`src/hdl/lagint_pkg.sv`:
```
// lagint_pkg: shared types, constants and fixed-point helpers for the
// lagrange interpolation evaluator; no dependencies
package lagint_pkg;

  localparam int MAX_NODES  = 8;
  localparam int NODE_IDX_W = $clog2(MAX_NODES);
  localparam int CNT_W      = $clog2(MAX_NODES + 1);

  localparam int DATA_W     = 32;
  localparam int FRAC_W     = 16;
  localparam int WIDE_W     = 48;
  localparam int PROD_W     = 2 * DATA_W;
  localparam int ENTRY_W    = 2 * DATA_W;

  localparam int DIV_DVS_W  = DATA_W + 1;
  localparam int DIV_DVD_W  = DIV_DVS_W + FRAC_W;
  localparam int DIV_REM_W  = DIV_DVS_W + 1;
  localparam int DIV_STEPS  = DIV_DVD_W;
  localparam int DIV_CNT_W  = $clog2(DIV_STEPS + 1);

  localparam int NCFG_W     = 4;
  localparam logic [NCFG_W-1:0] NODE_COUNT_RST = 4'd6;

  localparam int IDX_IN_W   = 3;
  localparam int S_TDATA_W  = 72;

  localparam logic signed [DATA_W-1:0] ONE_Q16 = 32'sh0001_0000;
  localparam logic signed [DATA_W-1:0] S32_MAX = 32'sh7fff_ffff;
  localparam logic signed [DATA_W-1:0] S32_MIN = 32'sh8000_0000;

  localparam logic MODE_LOAD = 1'b0;
  localparam logic MODE_EVAL = 1'b1;

  typedef enum logic [3:0] {
    ST_IDLE,
    ST_RD_I,
    ST_LD_I,
    ST_J_CHK,
    ST_RD_J,
    ST_DIV_GO,
    ST_DIV_WAIT,
    ST_MUL_T,
    ST_SCL_T,
    ST_MUL_Y,
    ST_ACC,
    ST_NEXT_I,
    ST_DONE
  } lagint_state_e;

  typedef struct packed {
    logic signed [DIV_DVS_W-1:0] num;
    logic signed [DIV_DVS_W-1:0] den;
  } div_req_t;

  typedef struct packed {
    logic signed [DATA_W-1:0] quot;
    logic                     sat;
  } sat_res_t;

  // signed divide by 2^16, truncating toward zero
  function automatic logic signed [WIDE_W-1:0] q16_scale(input logic signed [PROD_W-1:0] p);
    logic signed [PROD_W-1:0] t;
    t = p[PROD_W-1] ? p + PROD_W'((1 << FRAC_W) - 1) : p;
    return t[PROD_W-1:FRAC_W];
  endfunction

  function automatic sat_res_t sat32(input logic signed [WIDE_W-1:0] v);
    sat_res_t r;
    r.sat  = !((&v[WIDE_W-1:DATA_W-1]) || !(|v[WIDE_W-1:DATA_W-1]));
    r.quot = !r.sat ? v[DATA_W-1:0] : (v[WIDE_W-1] ? S32_MIN : S32_MAX);
    return r;
  endfunction

endpackage

```
`src/hdl/lagint_div.sv`:
```
// lagint_div: shared restoring divider, one quotient bit per cycle,
// computes (num * 2^16) / den truncated toward zero and saturated; uses lagint_pkg
module lagint_div (
  input  logic                 clk_i,
  input  logic                 rst_ni,
  input  logic                 start_i,
  input  lagint_pkg::div_req_t req_i,
  output logic                 busy_o,
  output logic                 done_o,
  output lagint_pkg::sat_res_t res_o
);

  logic                                   busy_q;
  logic                                   done_q;
  logic [lagint_pkg::DIV_CNT_W-1:0]       cnt_q;
  logic [lagint_pkg::DIV_DVD_W-1:0]       dvd_q;
  logic [lagint_pkg::DIV_REM_W-1:0]       rem_q;
  logic [lagint_pkg::DIV_DVS_W-1:0]       dvs_q;
  logic                                   neg_q;

  logic [lagint_pkg::DIV_DVS_W-1:0]       num_abs;
  logic [lagint_pkg::DIV_DVS_W-1:0]       den_abs;
  logic [lagint_pkg::DIV_REM_W-1:0]       rem_sh;
  logic [lagint_pkg::DIV_REM_W:0]         diff;
  logic                                   qbit;

  assign num_abs = req_i.num[lagint_pkg::DIV_DVS_W-1] ? -req_i.num : req_i.num;
  assign den_abs = req_i.den[lagint_pkg::DIV_DVS_W-1] ? -req_i.den : req_i.den;

  assign rem_sh = {rem_q[lagint_pkg::DIV_REM_W-2:0], dvd_q[lagint_pkg::DIV_DVD_W-1]};
  assign diff   = {1'b0, rem_sh} - {2'b00, dvs_q};
  assign qbit   = !diff[lagint_pkg::DIV_REM_W];

  always_ff @(posedge clk_i or negedge rst_ni) begin
    if (!rst_ni) begin
      busy_q <= 1'b0;
      done_q <= 1'b0;
      cnt_q  <= '0;
    end else begin
      done_q <= 1'b0;
      if (start_i && !busy_q) begin
        busy_q <= 1'b1;
        cnt_q  <= lagint_pkg::DIV_CNT_W'(lagint_pkg::DIV_STEPS);
      end else if (busy_q) begin
        cnt_q <= cnt_q - lagint_pkg::DIV_CNT_W'(1);
        if (cnt_q == lagint_pkg::DIV_CNT_W'(1)) begin
          busy_q <= 1'b0;
          done_q <= 1'b1;
        end
      end
    end
  end

  always_ff @(posedge clk_i) begin
    if (start_i && !busy_q) begin
      dvd_q <= {num_abs, {lagint_pkg::FRAC_W{1'b0}}};
      dvs_q <= den_abs;
      rem_q <= '0;
      neg_q <= req_i.num[lagint_pkg::DIV_DVS_W-1] ^ req_i.den[lagint_pkg::DIV_DVS_W-1];
    end else if (busy_q) begin
      rem_q <= qbit ? diff[lagint_pkg::DIV_REM_W-1:0] : rem_sh;
      dvd_q <= {dvd_q[lagint_pkg::DIV_DVD_W-2:0], qbit};
    end
  end

  // sign the magnitude and clamp to 32 bits
  always_comb begin
    if (!neg_q) begin
      res_o.sat  = |dvd_q[lagint_pkg::DIV_DVD_W-1:lagint_pkg::DATA_W-1];
      res_o.quot = res_o.sat ? lagint_pkg::S32_MAX : dvd_q[lagint_pkg::DATA_W-1:0];
    end else begin
      res_o.sat  = (|dvd_q[lagint_pkg::DIV_DVD_W-1:lagint_pkg::DATA_W]) ||
                   (dvd_q[lagint_pkg::DATA_W-1] && (|dvd_q[lagint_pkg::DATA_W-2:0]));
      res_o.quot = res_o.sat ? lagint_pkg::S32_MIN : -dvd_q[lagint_pkg::DATA_W-1:0];
    end
  end

  assign busy_o = busy_q;
  assign done_o = done_q;

endmodule

```
`src/hdl/lagrange_interpolation_eval_core.sv`:
```
// lagrange_interpolation_eval_core: top level, sequencer, node table, shared
// multiplier and output register; uses lagint_pkg and lagint_div
//
// usage
//   s_axis: one beat per item. tuser is the mode (0 load, 1 evaluate). tdata
//   carries node_index, x_value and y_value. a load beat writes the node table
//   slot and gives no result.
//   m_axis: one beat per evaluate item. tdata is the Q16.16 interpolated value,
//   tuser is the fault flag (equal abscissae or saturation).
//   cfg: cfg_we_i writes node_count from cfg_wdata_i; the user writes only while idle, the block does not enforce it.
// evaluation
//   each factor with distinct abscissae is divided in the one 49-step radix-2
//   divider. s_axis_tready_o is low while an evaluate is in flight.
// reset
//   node_count returns to 6, the output register empties; the node table keeps
//   whatever it held and must be loaded before use.
// stall
//   a finished result waits in the output register; loads are still accepted,
//   a further evaluate holds in its last state until the register frees.
module lagrange_interpolation_eval_core (
  input  logic                             clk_i,
  input  logic                             rst_ni,
  // cfg: node_count
  input  logic                             cfg_we_i,
  input  logic [lagint_pkg::NCFG_W-1:0]    cfg_wdata_i,
  input  logic                             s_axis_tvalid_i,
  output logic                             s_axis_tready_o,
  // node_index [2:0], x_value [34:3], y_value [66:35], zero [71:67]
  input  logic [lagint_pkg::S_TDATA_W-1:0] s_axis_tdata_i,
  // mode [0]
  input  logic                             s_axis_tuser_i,
  output logic                             m_axis_tvalid_o,
  input  logic                             m_axis_tready_i,
  // interp_value [31:0]
  output logic [lagint_pkg::DATA_W-1:0]    m_axis_tdata_o,
  // fault [0]
  output logic                             m_axis_tuser_o
);

  localparam int DW = lagint_pkg::DATA_W;

  lagint_pkg::lagint_state_e state_q, state_d;

  logic [lagint_pkg::NCFG_W-1:0]      node_count_q;
  logic [lagint_pkg::CNT_W-1:0]       n_q;
  logic [lagint_pkg::CNT_W-1:0]       i_q;
  logic [lagint_pkg::CNT_W-1:0]       j_q;
  logic [lagint_pkg::CNT_W-1:0]       n_cap;
  logic [lagint_pkg::CNT_W-1:0]       i_next;
  logic [lagint_pkg::CNT_W-1:0]       j_next;

  logic signed [DW-1:0]               q_q;
  logic signed [DW-1:0]               xi_q;
  logic signed [DW-1:0]               yi_q;
  logic signed [DW-1:0]               term_q;
  logic signed [DW-1:0]               fac_q;
  logic signed [DW-1:0]               sum_q;
  logic signed [lagint_pkg::PROD_W-1:0] prod_q;
  logic                               dup_q;
  logic                               fault_q;

  logic                               out_valid_q;
  logic [DW-1:0]                      out_data_q;
  logic                               out_fault_q;

  logic [lagint_pkg::ENTRY_W-1:0]     node_mem [lagint_pkg::MAX_NODES];
  logic [lagint_pkg::ENTRY_W-1:0]     rd_q;
  logic [lagint_pkg::NODE_IDX_W-1:0]  rd_addr;
  logic signed [DW-1:0]               xj;

  logic                               s_fire;
  logic                               in_mode;
  logic [lagint_pkg::IDX_IN_W-1:0]    in_idx;
  logic signed [DW-1:0]               in_x;
  logic signed [DW-1:0]               in_y;

  logic                               out_free;
  logic                               div_start;
  logic                               div_busy;
  logic                               div_done;
  lagint_pkg::div_req_t               div_req;
  lagint_pkg::sat_res_t               div_res;
  lagint_pkg::sat_res_t               scl_res;
  lagint_pkg::sat_res_t               sum_res;
  logic signed [DW:0]                 sum_wide;
  logic signed [DW-1:0]               mul_a;
  logic signed [DW-1:0]               mul_b;

  assign in_mode = s_axis_tuser_i;
  assign in_idx  = s_axis_tdata_i[lagint_pkg::IDX_IN_W-1:0];
  assign in_x    = s_axis_tdata_i[lagint_pkg::IDX_IN_W +: DW];
  assign in_y    = s_axis_tdata_i[lagint_pkg::IDX_IN_W + DW +: DW];
  assign s_fire  = s_axis_tvalid_i && s_axis_tready_o;

  assign out_free = !out_valid_q || m_axis_tready_i;
  assign n_cap    = (32'(node_count_q) > lagint_pkg::MAX_NODES) ?
                    lagint_pkg::CNT_W'(lagint_pkg::MAX_NODES) :
                    lagint_pkg::CNT_W'(node_count_q);
  assign i_next   = i_q + lagint_pkg::CNT_W'(1);
  assign j_next   = j_q + lagint_pkg::CNT_W'(1);
  assign xj       = rd_q[DW-1:0];

  assign div_req.num = (DW+1)'(q_q) - (DW+1)'(xj);
  assign div_req.den = (DW+1)'(xi_q) - (DW+1)'(xj);

  // config register
  always_ff @(posedge clk_i or negedge rst_ni) begin
    if (!rst_ni) begin
      node_count_q <= lagint_pkg::NODE_COUNT_RST;
    end else if (cfg_we_i) begin
      node_count_q <= cfg_wdata_i;
    end
  end

  // node table, registered read
  always_ff @(posedge clk_i) begin
    if (s_fire && in_mode == lagint_pkg::MODE_LOAD &&
        32'(in_idx) < lagint_pkg::MAX_NODES) begin
      node_mem[lagint_pkg::NODE_IDX_W'(in_idx)] <= {in_y, in_x};
    end
    rd_q <= node_mem[rd_addr];
  end

  // next state
  always_comb begin
    state_d = state_q;
    unique case (state_q)
      lagint_pkg::ST_IDLE: begin
        if (s_fire && in_mode == lagint_pkg::MODE_EVAL) begin
          state_d = (n_cap == '0) ? lagint_pkg::ST_DONE : lagint_pkg::ST_RD_I;
        end
      end
      lagint_pkg::ST_RD_I:  state_d = lagint_pkg::ST_LD_I;
      lagint_pkg::ST_LD_I:  state_d = lagint_pkg::ST_J_CHK;
      lagint_pkg::ST_J_CHK: begin
        if (j_q == n_q) begin
          state_d = dup_q ? lagint_pkg::ST_NEXT_I : lagint_pkg::ST_MUL_Y;
        end else if (j_q != i_q) begin
          state_d = lagint_pkg::ST_RD_J;
        end
      end
      lagint_pkg::ST_RD_J:  state_d = lagint_pkg::ST_DIV_GO;
      lagint_pkg::ST_DIV_GO: begin
        state_d = (div_req.den == '0) ? lagint_pkg::ST_J_CHK : lagint_pkg::ST_DIV_WAIT;
      end
      lagint_pkg::ST_DIV_WAIT: begin
        if (div_done) begin
          state_d = lagint_pkg::ST_MUL_T;
        end
      end
      lagint_pkg::ST_MUL_T:  state_d = lagint_pkg::ST_SCL_T;
      lagint_pkg::ST_SCL_T:  state_d = lagint_pkg::ST_J_CHK;
      lagint_pkg::ST_MUL_Y:  state_d = lagint_pkg::ST_ACC;
      lagint_pkg::ST_ACC:    state_d = lagint_pkg::ST_NEXT_I;
      lagint_pkg::ST_NEXT_I: begin
        state_d = (i_next == n_q) ? lagint_pkg::ST_DONE : lagint_pkg::ST_RD_I;
      end
      lagint_pkg::ST_DONE: begin
        if (out_free) begin
          state_d = lagint_pkg::ST_IDLE;
        end
      end
      default:   state_d = lagint_pkg::ST_IDLE;
    endcase
  end

  // control outputs
  always_comb begin
    s_axis_tready_o = (state_q == lagint_pkg::ST_IDLE);
    div_start       = (state_q == lagint_pkg::ST_DIV_GO) && (div_req.den != '0);
    rd_addr         = (state_q == lagint_pkg::ST_RD_I) ?
                      i_q[lagint_pkg::NODE_IDX_W-1:0] :
                      j_q[lagint_pkg::NODE_IDX_W-1:0];
    mul_a           = (state_q == lagint_pkg::ST_MUL_Y) ? yi_q : term_q;
    mul_b           = (state_q == lagint_pkg::ST_MUL_Y) ? term_q : fac_q;
  end

  always_ff @(posedge clk_i or negedge rst_ni) begin
    if (!rst_ni) begin
      state_q <= lagint_pkg::ST_IDLE;
    end else begin
      state_q <= state_d;
    end
  end

  lagint_div u_div (
    .clk_i   (clk_i),
    .rst_ni  (rst_ni),
    .start_i (div_start),
    .req_i   (div_req),
    .busy_o  (div_busy),
    .done_o  (div_done),
    .res_o   (div_res)
  );

  assign scl_res  = lagint_pkg::sat32(lagint_pkg::q16_scale(prod_q));
  assign sum_wide = (DW+1)'(sum_q) + (DW+1)'(scl_res.quot);
  assign sum_res  = lagint_pkg::sat32(lagint_pkg::WIDE_W'(sum_wide));

  // datapath
  always_ff @(posedge clk_i or negedge rst_ni) begin
    if (!rst_ni) begin
      n_q     <= '0;
      i_q     <= '0;
      j_q     <= '0;
      dup_q   <= 1'b0;
      fault_q <= 1'b0;
    end else begin
      unique case (state_q)
        lagint_pkg::ST_IDLE: begin
          if (s_fire && in_mode == lagint_pkg::MODE_EVAL) begin
            n_q     <= n_cap;
            i_q     <= '0;
            fault_q <= 1'b0;
          end
        end
        lagint_pkg::ST_LD_I: begin
          j_q   <= '0;
          dup_q <= 1'b0;
        end
        lagint_pkg::ST_J_CHK: begin
          if (j_q == n_q) begin
            fault_q <= fault_q | dup_q;
          end else if (j_q == i_q) begin
            j_q <= j_next;
          end
        end
        lagint_pkg::ST_DIV_GO: begin
          if (div_req.den == '0) begin
            dup_q <= 1'b1;
            j_q   <= j_next;
          end
        end
        lagint_pkg::ST_DIV_WAIT: begin
          if (div_done) begin
            fault_q <= fault_q | div_res.sat;
          end
        end
        lagint_pkg::ST_SCL_T: begin
          fault_q <= fault_q | scl_res.sat;
          j_q     <= j_next;
        end
        lagint_pkg::ST_ACC: begin
          fault_q <= fault_q | scl_res.sat | sum_res.sat;
        end
        lagint_pkg::ST_NEXT_I: begin
          i_q <= i_next;
        end
        default: begin
        end
      endcase
    end
  end

  always_ff @(posedge clk_i) begin
    unique case (state_q)
      lagint_pkg::ST_IDLE: begin
        q_q   <= in_x;
        sum_q <= '0;
      end
      lagint_pkg::ST_LD_I: begin
        xi_q   <= rd_q[DW-1:0];
        yi_q   <= rd_q[lagint_pkg::ENTRY_W-1:DW];
        term_q <= lagint_pkg::ONE_Q16;
      end
      lagint_pkg::ST_DIV_WAIT: begin
        if (div_done) begin
          fac_q <= div_res.quot;
        end
      end
      lagint_pkg::ST_MUL_T, lagint_pkg::ST_MUL_Y: begin
        prod_q <= mul_a * mul_b;
      end
      lagint_pkg::ST_SCL_T: begin
        term_q <= scl_res.quot;
      end
      lagint_pkg::ST_ACC: begin
        sum_q <= sum_res.quot;
      end
      default: begin
      end
    endcase
  end

  // output register
  always_ff @(posedge clk_i or negedge rst_ni) begin
    if (!rst_ni) begin
      out_valid_q <= 1'b0;
    end else if (state_q == lagint_pkg::ST_DONE && out_free) begin
      out_valid_q <= 1'b1;
    end else if (m_axis_tready_i) begin
      out_valid_q <= 1'b0;
    end
  end

  always_ff @(posedge clk_i) begin
    if (state_q == lagint_pkg::ST_DONE && out_free) begin
      out_data_q  <= sum_q;
      out_fault_q <= fault_q;
    end
  end

  assign m_axis_tvalid_o = out_valid_q;
  assign m_axis_tdata_o  = out_data_q;
  assign m_axis_tuser_o  = out_fault_q;

  a_div_only_in_wait : assert property (@(posedge clk_i) disable iff (!rst_ni)
    div_busy |-> state_q == lagint_pkg::ST_DIV_WAIT)
    else $error("divider busy outside its wait state");

  a_eval_blocks_input : assert property (@(posedge clk_i) disable iff (!rst_ni)
    (s_fire && in_mode == lagint_pkg::MODE_EVAL) |=> !s_axis_tready_o)
    else $error("input taken during an evaluate");

  a_j_in_range : assert property (@(posedge clk_i) disable iff (!rst_ni)
    (state_q == lagint_pkg::ST_RD_J) |-> (j_q < n_q && j_q != i_q))
    else $error("factor index out of range or equal to node index");

  a_i_in_range : assert property (@(posedge clk_i) disable iff (!rst_ni)
    (state_q == lagint_pkg::ST_RD_I || state_q == lagint_pkg::ST_ACC) |-> i_q < n_q)
    else $error("node index beyond node count");

endmodule
```
`config.mk`:
```
export PLATFORM = sky130hd
export DESIGN_NAME = lagrange_interpolation_eval_core
export DESIGN_NICKNAME = d
export VERILOG_FILES = /design/src/hdl/lagint_pkg.sv /design/src/hdl/lagint_div.sv /design/src/hdl/lagrange_interpolation_eval_core.sv
export SDC_FILE = /design/constraint.sdc
export NUM_CORES = 2
export LEC_CHECK = 0
export ABC_AREA = 0
export BUFFER_PORTS_ARGS = -buffer_cell sky130_fd_sc_hd__buf_2
export CAP_MARGIN = 20
export CORE_MARGIN = 5
export CORE_UTILIZATION = 30
export CTS_CLUSTER_DIAMETER = 120
export DETAILED_ROUTE_END_ITERATION = 12
export GPL_TIMING_DRIVEN = 1
export PLACE_DENSITY = 0.53
export SLEW_MARGIN = 0
export SYNTH_ARGS = -nofsm -noshare
export SYNTH_HDL_FRONTEND = slang
export SYNTH_HIERARCHICAL = 1
export SYNTH_SLANG_ARGS = --single-unit
```
`constraint.sdc`:
```
create_clock -name clk_i -period 17.15 [get_ports clk_i]
set_input_delay 2.5725 -clock clk_i [delete_from_list [all_inputs] [get_ports clk_i]]
set_output_delay 2.5725 -clock clk_i [all_outputs]
set_load 0.02 [all_outputs]
```
---- After elaboration in Yosys (flattened, before gate mapping) ----
Memory sizes are Yosys's and may differ from the RTL's. A register that Yosys moved wholly into a read port is not among the register bits.
Index checks and enable logic that the tools add are counted.
storage, ports and cells
  memories ................................ 1
  memory bits (writable) .................. 512
  output and inout port bits .............. 35
  bits in registers ....................... 436
memory list
  memory    words  bits a word  read ports  clocked after Yosys merged registers in  write ports  line                                    source
  node_mem  8      64           1           1                                        1            lagrange_interpolation_eval_core.sv:66  logic [lagint_pkg::ENTRY_W-1:0] node_mem [lagint_pkg::MAX_NODES];
cells by class
  add/sub/neg operators ................... 11
  bitwise operators ....................... 6
  multiply operators ...................... 1
  equal/unequal tests ..................... 25
  multiplexer cells ....................... 53
  magnitude comparators ................... 1
  reduce and logical (&&, ||, !) cells .... 46
operator list
  cell                      number
  $mux W32                  9
  $pmux W32 S2              2
  $mux W33                  3
  $mux W49                  2
  $neg A33 Y33              2
  $sub A32 B32 Y33          2
  $add A64 B17 Y64 const B  1
  $mul A32 B32 Y64          1
  $mux W64                  1
  $mux W4                   12
  $pmux W4 S12              1
  $sub A34 B33 Y35          1
  $reduce_or A17 Y1         2
  $add A32 B32 Y33          1
  $logic_not A33 Y1         1
  $reduce_bool A33 Y1       1
  $neg A32 Y32              1
  $reduce_or A31 Y1         1
  $eq A4 B4 Y1 const B      5
  $reduce_or A18 Y1         1
  $reduce_and A17 Y1        1
  $eq A4 B3 Y1 const B      4
  $pmux W4 S4               1
  $mux W1                   14
  30 further kinds          73

---- Depth between registers and ports, before layout ----
  word-level depth ........................ 13
  depth in mapped cells ................... 37

---- Modules after synthesis ----
The synthesis kept the hierarchy.
modules (own cells, without submodules)
  module                            times used  area an instance (um^2)  cells each
  lagrange_interpolation_eval_core  1           72665.9                  6165
  lagint_div                        1           8869.8                   1055

---- Worst setup path before layout ----
No wires, ideal clock.
  path kind ............................... register -> register
  from .................................... register state_q[1]
  to ...................................... register prod_q[60] in the netlist's numbering (data pin)
  required time ........................... 16.892 ns
  period minus slack after synthesis ...... 9.576 ns
  cell stages (with the launch flop) ...... 32
  arrival time ............................ 9.318 ns
  buffers on the path ..................... 4
  slack ................................... 7.574 ns
  library setup time ...................... 0.258 ns
  path through ............................ dfrtp_1 > clkbuf_1 > nand2b_1 > nor2_1 > clkbuf_1 > clkbuf_1 > buf_1 > mux2i_1 > nor2_1 > ha_1 > fa_1 > fa_1 > fa_1 > fa_1 > fa_1 > fa_1 > inv_1 > fa_1 > inv_1 > ha_1 > a21o_1 > a221o_1 > a221o_1 > a21o_1 > a21oi_1 > nand2_1 > a21oi_1 > o41ai_1 > nor4_1 > o41ai_1 > a21oi_1 > xnor2_1
on the way
  longest elaborated chain between the ends .. 3
  elaborated cells between the ends (all ways) .. 4
  classes of those cells .................. mul (1); eq/ne (1); mux (2)
RTL lines
  item                         line                                                                              source
  from (decl)                  lagrange_interpolation_eval_core.sv:42                                            lagint_pkg::lagint_state_e state_q, state_d;
  from (signal assigned)       lagrange_interpolation_eval_core.sv:180                                           state_q <= lagint_pkg::ST_IDLE;
  from (signal assigned)       lagrange_interpolation_eval_core.sv:182                                           state_q <= state_d;
  $eq A4 B4 Y1 *               lagrange_interpolation_eval_core.sv:174, lagrange_interpolation_eval_core.sv:175
  $mux W32 (on tied branches)  lagrange_interpolation_eval_core.sv:174, lagrange_interpolation_eval_core.sv:175
  $mul A32 B32 Y64 *           lagrange_interpolation_eval_core.sv:272                                           prod_q <= mul_a * mul_b;
  to (signal assigned)         lagrange_interpolation_eval_core.sv:272
  to (decl)                    lagrange_interpolation_eval_core.sv:58                                            logic signed [lagint_pkg::PROD_W-1:0] prod_q;
Every way passes the cells marked *; elsewhere a longest branch is shown, timed or not.
A chain may end at the register's enable or synchronous reset.

---- Worst setup path in the final report ----
  from .................................... register state_q[0]
  to ...................................... register prod_q[60] in the netlist's numbering (data pin)
Same word-level chain as after synthesis.

==> results.yml <==
routing:
  drcViolationCount: 0
  wl_per_cell_um: 22.39
  wirelength_um: 245000
  first_pass_iters: 6
  final_antenna_net_count: 0
  first_iter_violations: 4203
  viasPerCell: 4.982
  route.vias.total: 54510
clocking:
  cts_resized: 0
  worstSkewPairLatency_ns: 0.77
  post_cts_buffers: 0
  htreeDepth: 3
  cts_tree: "done"
  numCtsBuffers: 107
  cts.sinks: 1012
  cts.clk_slew.worst_paths_ns: 0.06
  root_buffer: "clkbuf_16"
  cts_max_path_buffers: 3
  cts_hold_buffers: 0
setup_path:
  crit_fanout: 119
  cp.required_ns: 17.60
  start_kind: "flip-flop"
  path_buf_inv: 6
  cp.arrival_ns: 11.58
  path_delay_family: "adder cells"
  cp_slowest_cell: "fa_1"
  timing_worst_setup_path_type: "flip-flop to flip-flop"
  cpPeakStageDelay_ns: 1.11
  crit_top_cell: "fa_1"
  worstSetupEndpointType: "flip-flop"
sta:
  relSlewSlack: 0.2300
  fin_setup_tns_ns: 0
  clock-skew-final_ns: 0.1086
  fin_crit_sh: 0.6495
  period_minus_slack_ns: 11.14
  drv_slew: 0
  tightest_slew_ns: 1.155
  hold_violations: 0
  max_freq_mhz: 89.78
  hold_slack_ns: 0.3919
  finalSetupViolations: 0
  grt_setup_unrepaired: "false"
logic_synthesis:
  synth_ff_type: "edfxtp_1"
  yosysMostFrequentCell: "inv_1"
  synth_edf_count: 868
  synth.net_count: 8710
  yosysSeqAreaShare: 0.3570
  syn_inst: 7220
  yosysTopAreaCell: "edfxtp_1"
  synth.cell_area_um2: 81540
  synth.area.top_cells: "edfxtp_1, fa_1, inv_1"
  synth_top_cell_area_share: 0.3197
  yosysWarnings: 6
  synth.distinct_cells: 109
  yosys-top-cells-count: "inv_1, fa_1, edfxtp_1, nor2_1, nand2_1"
  syn_avg_cell_area_um2: 11.29
  ys_seq_elements: 1012
  postSynth.asyncResetShare: 0.03063
global_route:
  grt_usage: 0.1717
  grt_pass1_wl_um: 367800
  grt_start_max_net_pins: 120
  grt_overflow: 0
  first_global_vias: 57200
  antenna_found_initial: 33
die:
  die_y_um: 531.3
  fp.coreArea_um2: 270800
  die_area_um2: 282300
  fp.dieW_um: 531.3
  rows: 191
  io_pins: 117
  start_util: 0.3011
outcome:
  run_status: "finished, final reports clean"
place:
  dp_hpwl_um: 177100
  placed_area_um2: 86650
  placedCellCount: 10730
  place_congestion: 0.8856
  portBuffers: 111
layout:
  num-fill-cells: 26940
  fin_area_um2: 90310
  multiInputGateArea_um2: 47440
  stdcell_count: 10940
  area_growth_pct: 10.77
  final_nets: 8760
  drive_above_1_share: 0.1035
  regArea_um2: 29110
job:
  max_cap_violations: 0
min_path:
  hold_class: "flip-flop to flip-flop"
## per-layer routing
metal  wire length [µm]  vias to the layer above  global-route usage
met5                172                        -                   0
met4              10190                       26             0.06132
met3              18830                      497             0.04082
met2             114500                     1884              0.2798
met1             101300                    28150              0.2234
li1                   -                    23950                   -
## metrics by stage
| step | utilization | setup slack, ns |
|---|---|---|
| floorplan | - | 7.574 |
| global placement | 0.3200 | 6.297 |
| detailed placement | 0.3200 | 6.252 |
| CTS | 0.3334 | 6.183 |
| global route | 0.3335 | 5.516 |
| finish | 0.3336 | 6.012 |
## kinds of logic (layout without fill, tap and decap cells)
| logic type | after synthesis | after routing | share of synthesized area |
|---|---|---|---|
| compound gates | 794 | 794 | 0.06476 |
| xor+xnor | 272 | 272 | 0.02922 |
| fa+ha+maj | 1408 | 1408 | 0.3161 |
| buf+inv | 1410 | 1554 | 0.06591 |
| flops | 1012 | 1012 | 0.3570 |
| mux | 324 | 324 | 0.06140 |
| other cells | 0 | 8 | 0 |
| simple gates | 2000 | 2000 | 0.1057 |
## state kept, by name, indices dropped and copies added (netlist names), 33 cells and up
register,flops
u_div/rem_q,33
node_mem,512
u_div/dvs_q,33
prod_q,64
rd_q,64
u_div/dvd_q,49
## worst register-to-register path: cells and delay by family (launching register included)
kind | cells | cell delay, ns
compound gates | 4 | 1.21
xor+xnor | 1 | 0.16
fa+ha+maj | 9 | 5.56
buf+inv | 6 | 1.36
flops | 1 | 0.58
mux | 1 | 0.99
simple gates | 6 | 0.98
## cell usage in the layout (no fill, tap or decap), types with 33 or more instances in the layout
master,count
inv_1,1127
fa_1,1086
edfxtp_1,868
nand2_1,770
nor2_1,768
ha_1,322
a21oi_1,197
xnor2_1,178
o21ai_0,173
mux2_2,128
mux4_2,128
buf_2,113
dfxtp_1,113
clkbuf_16,107
buf_4,103
nand3_1,100
xor2_1,94
a21o_1,78
nor3_1,62
clkbuf_1,43
o31ai_1,41
nand2b_1,40
o21a_1,37
nor2b_1,33
## cell type report
type                       count  share of cell area
multi-input combinational   4798              0.5253
sequential                  1012              0.3223
tap                         3570             0.04946
inverter                    1131             0.04703
clock buffer                 165             0.03365
timing repair buffer         220             0.01565
clock inverter                38            0.006373
antenna                        8           0.0002217
## worst paths after layout
check	from	endpoint	slack (ns)	depth (start not counted)
setup / recovery	state_q[0]	prod_q[60]	6.01	27
hold / removal	rd_q[3]	xi_q[3]	0.39	0
setup reg to reg	state_q[0]	prod_q[60]	6.01	27
hold reg to reg	rd_q[3]	xi_q[3]	0.39	0
max in group asynchronous	rst_ni	u_div/busy_o	14.71	1
min in group asynchronous	rst_ni	state_q[0]	1.88	1
Power is not shown: default switching activity piles up to over one toggle a cycle in this logic, so the estimate is an artifact.
